File: src/design/circular_bezier_path_eval_macros.svh
// Assertion helpers for the path evaluator.
// Each macro compiles away when SYNTHESIS is defined.
`ifndef CIRCULAR_BEZIER_PATH_EVAL_MACROS_SVH
`define CIRCULAR_BEZIER_PATH_EVAL_MACROS_SVH

`ifndef SYNTHESIS
// Same-cycle implication under reset.
`define CBP_ASSERT_IMPL(label, clk, rstn, ante, cons) \
  label: assert property (@(posedge clk) disable iff (!(rstn)) (ante) |-> (cons)) \
    else $error("cbp check failed");
// Next-cycle implication under reset.
`define CBP_ASSERT_NEXT(label, clk, rstn, ante, cons) \
  label: assert property (@(posedge clk) disable iff (!(rstn)) (ante) |=> (cons)) \
    else $error("cbp check failed");
`else
`define CBP_ASSERT_IMPL(label, clk, rstn, ante, cons)
`define CBP_ASSERT_NEXT(label, clk, rstn, ante, cons)
`endif

`endif

File: src/design/cbp_pkg.sv
package cbp_pkg;

  localparam int PhaseBitsDef = 16;

  localparam int FracW  = 16;            // Q0.16 local parameter
  localparam int UW     = FracW + 1;     // 1 - f, may reach unity
  localparam int SqUW   = 2 * FracW + 1; // u^2
  localparam int SqFW   = 2 * FracW;     // f^2
  localparam int ProdW  = 3 * FracW + 1; // cubic terms, Q0.48
  localparam int WtFrac = 24;
  localparam int WtW    = WtFrac + 1;    // Q0.24 weights, unity included

  localparam int RegW   = 16;
  localparam int PosW   = 18;
  localparam int KcW    = 2 * RegW;

  localparam int AccFrac = 40;
  localparam int AccW    = 60;

  localparam logic [RegW-1:0] HandleK   = 16'd36195;
  localparam logic [RegW-1:0] RadiusRst = 16'd512;
  localparam logic [RegW-1:0] HeightRst = 16'd205;

  typedef enum logic {
    CfgRadius = 1'b0,
    CfgHeight = 1'b1
  } cfg_idx_e;

  typedef enum logic [1:0] {
    SegQ0 = 2'd0,
    SegQ1 = 2'd1,
    SegQ2 = 2'd2,
    SegQ3 = 2'd3
  } seg_e;

  typedef struct packed {
    logic [FracW-1:0] f;
    logic [UW-1:0]    u;
    seg_e             seg;
  } phase_t;

  typedef struct packed {
    logic [WtW-1:0] w0;
    logic [WtW-1:0] w1;
    logic [WtW-1:0] w2;
    logic [WtW-1:0] w3;
    seg_e           seg;
  } wt_t;

  typedef struct packed {
    logic [PosW-1:0] x;
    logic [PosW-1:0] y;
    logic [PosW-1:0] z;
    seg_e            seg;
  } res_t;

endpackage

File: src/design/cbp_phase.sv
module cbp_phase #(
  parameter int PHASE_BITS = cbp_pkg::PhaseBitsDef
) (
  input  logic                  clk_i,
  input  logic                  rst_ni,
  input  logic                  en_i,
  input  logic                  valid_i,
  input  logic [PHASE_BITS-1:0] phase_i,
  output logic                  valid_o,
  output cbp_pkg::phase_t       word_o
);
  import cbp_pkg::*;

  localparam int LocBits = PHASE_BITS - 2;
  localparam int ShL     = (LocBits < FracW) ? FracW - LocBits : 0;
  localparam int ShR     = (LocBits > FracW) ? LocBits - FracW : 0;
  localparam int ExtW    = LocBits + ShL;

  logic [LocBits-1:0] loc;
  logic [ExtW-1:0]    ext;
  logic [FracW-1:0]   frac;
  phase_t             word_d, word_q;
  logic               valid_q;

  assign loc  = phase_i[LocBits-1:0];
  // bring the local parameter to Q0.16: widen, then truncate surplus bits
  assign ext  = ExtW'(loc) << ShL;
  assign frac = FracW'(ext >> ShR);

  always_comb begin
    word_d.seg = seg_e'(phase_i[PHASE_BITS-1 -: 2]);
    word_d.f   = frac;
    word_d.u   = (UW'(1) << FracW) - UW'(frac);
  end

  always_ff @(posedge clk_i or negedge rst_ni) begin
    if (!rst_ni) begin
      valid_q <= 1'b0;
    end else if (en_i) begin
      valid_q <= valid_i;
    end
  end

  always_ff @(posedge clk_i) begin
    if (en_i) begin
      word_q <= word_d;
    end
  end

  assign valid_o = valid_q;
  assign word_o  = word_q;

endmodule

File: config.mk
export PLATFORM = sky130hd
export DESIGN_NAME = cbp_phase
export DESIGN_NICKNAME = d
export VERILOG_FILES = /design/src/design/circular_bezier_path_eval_macros.svh /design/src/design/cbp_pkg.sv /design/src/design/cbp_phase.sv
export SDC_FILE = /design/constraint.sdc
export NUM_CORES = 1
export LEC_CHECK = 0
export BUFFER_PORTS_ARGS = -buffer_cell sky130_fd_sc_hd__buf_2
export CORE_MARGIN = 1
export CORE_UTILIZATION = 41
export CTS_CLUSTER_SIZE = 10
export DETAILED_ROUTE_END_ITERATION = 12
export PLACE_DENSITY_LB_ADDON = 0.1
export SETUP_SLACK_MARGIN = 0.3
export SLEW_MARGIN = 20
export SYNTH_ARGS = -nofsm -noshare
export SYNTH_HDL_FRONTEND = slang
export SYNTH_SLANG_ARGS = --single-unit
export TNS_END_PERCENT = 50
File: constraint.sdc
create_clock -name clk_i -period 0.93 [get_ports clk_i]
set_clock_uncertainty 0.2 [all_clocks]
set_input_delay 0.0465 -clock clk_i [delete_from_list [all_inputs] [get_ports clk_i]]
set_output_delay 0.0465 -clock clk_i [all_outputs]
set_load 0.1 [all_outputs]
; Yosys cells after proc, flatten, opt, wreduce, memory -nomap -nowiden
; Cells that the tools add are included.
[word_totals]
ff_bits = 34
out_inout_bits = 36
[classes]
addsub = 1
[ops]
columns = operator, n
row1 = $sub A17 B16 Y17 const A, 1

; Depth between registers and ports, before layout
[logic_depth]
ltp_word = 1
depth_mapped = 5
ltp_nobuf = 5

; Worst setup path after synthesis
; Ideal clock, no wire load.
[synth_path]
path_type = input -> register
from = input port phase_i[0]
to = register word_q (netlist bit word_o[16]), data pin
setup_ns = 0.264
arrival_ns = 1.159
cell_stages = 5
setup_slack_ns = -0.693
path_buffers = 0
cell_sequence = inv_1 > ha_1 > or4b_4 > nor4_1 > xnor2_1
[synth_rtl]
columns = element, line
row1 = from (decl), cbp_phase.sv:8  ; input logic [PHASE_BITS-1:0] phase_i,
row2 = to (signal assigned), cbp_phase.sv:46  ; word_q <= word_d;
row3 = to (decl), cbp_phase.sv:22  ; phase_t word_d, word_q;

==> results.sh <==
export IMPL_status="finished, violations left"
export IMPL_failed_checks="DRC, hold timing, setup timing"
export IMPL_yosysMostFrequentCell="edfxtp_1"
export IMPL_core_area_um2=2810
export IMPL_drive_gt1_share_pct=61.8
export IMPL_die_area_um2=3230
export IMPL_crit_type="in -> reg"
export IMPL_nNetsFinal=172
export IMPL_via_per_inst=4.79
export IMPL_antenna_found_initial=0
export IMPL_r2r_start="valid_o"
export IMPL_first_pass_iters=10
export IMPL_clock_root_buffer="clkbuf_4"
export IMPL_hold_end="word_o[0]"
export IMPL_overflow=0
export IMPL_rrSetupSlack_ns=-0.13
export IMPL_grt_pass1_wl_mm=4.53
export IMPL_ctsHoldBuffers=1
export IMPL_crit_arrival_ns=1.33
export IMPL_final_cells=183
export IMPL_wl_mm=2.89
export IMPL_crit_path_end_kind="register"
export IMPL_min_path_type="in -> reg"
export IMPL_leakage_nw=0.940
export IMPL_r2r_cells=1
export IMPL_setup_tns_ns=-11.21
export IMPL_cap_violations=0
export IMPL_place_congestion=0.804
export IMPL_min_delay_start="phase_i[14]"
export IMPL_r2r_end="valid_o"
export IMPL_synth_top_area_cell="edfxtp_1"
export IMPL_cts_tree="built"
export IMPL_cts_sinks=31
export IMPL_synth_cell_types=19
export IMPL_start_util_pct=43.9
export IMPL_fin_crit_sh_pct=147
export IMPL_synth_common_cells="edfxtp_1 (30), xor2_1 (7), buf_4 (5), xnor2_1 (5)"
export IMPL_cts_max_path_buffers=2
export IMPL_async_flop_share_pct=3.23
export IMPL_gr_usage_all_layers_pct=19.7
export IMPL_htree_levels=2
export IMPL_vias=877
export IMPL_power_density_nw_per_um2=1750
export IMPL_grt_pass1_vias=896
export IMPL_rows=19
export IMPL_ir_drop_mv=1.19
export IMPL_fill_cells=150
export IMPL_path_cells="buf_8 > inv_6 > ha_4 > or4b_4 > or2_4 > nor4b_4"
export IMPL_critPathTopFamily="simple AND/OR/NAND/NOR gates"
export IMPL_cts_inserted_buffers=5
export IMPL_synth_area_leaders="edfxtp_1 (73%), xor2_1 (5.0%), xnor2_1 (3.6%)"
export IMPL_port_buffers=51
export IMPL_ys_ff_latch=31
export IMPL_clkSlewWorstSetupHoldPaths_ns=0.10
export IMPL_worstPathMaxFanout=3
export IMPL_synth_area_per_cell_um2=16.7
export IMPL_die_height_um=56.8
export IMPL_path_buf_inv=2
export IMPL_cp_slowest_cell="or4b_4"
export IMPL_ant_nets=0
export IMPL_grt_max_degree=26
export IMPL_worst_slack_ns=-0.439
export IMPL_drc=12
export IMPL_area_growth_syn_to_layout_pct=93.1
export IMPL_yosysWarningCount=0
export IMPL_setup_viol=43
export IMPL_hold_depth=1
export IMPL_synth_edf_count=30
export IMPL_hold_violations=60
export IMPL_whs_ns=-0.311
export IMPL_dpl_hpwl_mm=2.02
export IMPL_multiInputGateArea_um2=379
export IMPL_synth_top_area_share_pct=73.1
export IMPL_synth_seq_area_share_pct=75.1
export IMPL_cp_required_ns=0.89
export IMPL_drv_slew=0
export IMPL_synth_ff_type="edfxtp_1"
export IMPL_drtIter0Drc=30
export IMPL_die_x_um=56.8
export IMPL_syn_cell_area_um2=1230
export IMPL_crit_path_start_kind="primary input"
export IMPL_syn_inst=74
export IMPL_dp_cells=173
export IMPL_min_period_ns=1.37
export IMPL_io_pins=56
export IMPL_rsz0062_at_grt="yes"
export IMPL_diodes=0
export IMPL_insertion_delay_ns=0.32
export IMPL_fmax_mhz=730
export IMPL_place_ws_ns=-0.868
export IMPL_wl_per_cell_um=15.8
export IMPL_crit_path_max_incr_delay_ns=0.49
export IMPL_final_seq_area_um2=930
-- sequential cells by signal, summed over array words and instances (netlist names) --
register  count
valid_o       1
word_o       30
-- routing by layer --
layer / part of all wire, % / GRT usage [%] / vias to the layer above
li1: - / - / 421
met5: 0 / 0 / -
met2: 52 / 33.2 / 38
met1: 40 / 22.8 / 412
met3: 5.8 / 7.83 / 6
met4: 2.0 / 7.32 / 0
-- through the flow --
step / hold slack, ns / instance area [um^2] / total power, W / util [%]
floorplan: -0.449 / 1320 / 0.00274 / -
global placement: -0.379 / 2200 / 0.00341 / 78.5
detailed placement: -0.373 / 2200 / 0.00343 / 78.5
CTS: -0.323 / 2350 / 0.00418 / 83.9
global route: -0.332 / 2380 / 0.00429 / 84.8
finish: -0.311 / 2380 / 0.00417 / 84.8
-- layout by cell type, fill, tap and decap left out --
cell,n
buf_12,34
buf_2,16
buf_4,14
buf_6,6
buf_8,1
clkbuf_1,1
clkbuf_4,5
clkinv_1,2
conb_1,4
dfrtp_4,1
dlygate4sd3_1,1
edfxtp_1,30
ha_4,1
inv_12,1
inv_6,1
mux2_2,1
nand2_1,1
nand2_2,1
nand3_1,2
nand3_2,1
nand4_1,1
nor2_1,2
nor2_2,1
nor2_4,1
nor3_2,1
nor3_4,1
nor4_2,1
nor4_4,3
nor4b_4,1
or2_4,1
or3_1,2
or4b_4,1
xnor2_1,5
xor2_1,7
-- worst max-delay path by stage --
stage | slack (ns) | from | cells after the start | endpoint
finish | -0.44 | phase_i[0] | 6 | word_o[18]
global placement | -0.80 | phase_i[1] | 6 | word_o[18]
global route | -0.45 | valid_o | 2 | valid_o
CTS | -0.44 | phase_i[0] | 6 | word_o[18]
detailed placement | -0.87 | phase_i[1] | 6 | word_o[18]
floorplan | -0.60 | phase_i[1] | 5 | word_o[18]
-- logic make-up (layout without fill, tap and decap cells) --
group | Yosys count | in the layout | synth area share [%]
buf+inv | 7 | 82 | 3.66
flops | 31 | 31 | 75.1
mux | 1 | 1 | 0.914
fa+ha+maj | 1 | 1 | 1.02
simple gates | 21 | 21 | 10.5
xor+xnor | 12 | 12 | 8.53
other cells | 1 | 4 | 0.304
-- final cells by class --
cell class	count	area share, %
Tap cell	31	1.63
Timing Repair Buffer	72	40.3
Sequential cell	31	39.1
Clock inverter	2	0.315
Inverter	2	1.05
Clock buffer	6	1.74
Multi-Input combinational cell	39	15.9
-- power breakdown --
part / internal (W) / leakage (nW) / switching (W) / total (W)
logic: 0.000581 / 0.609 / 0.00110 / 0.00169
registers: 0.00167 / 0.304 / 0.0000959 / 0.00176
clock network: 0.000279 / 0.0273 / 0.000445 / 0.000724
-- what timing repair did --
item,in CTS,in global routing
setup buffers,1,0
hold endpoints to repair,62,60
resized for setup,20,4
setup endpoints to repair,46,46
pin swaps,8,6
No activity file was read; power rests on OpenSTA's default activity.
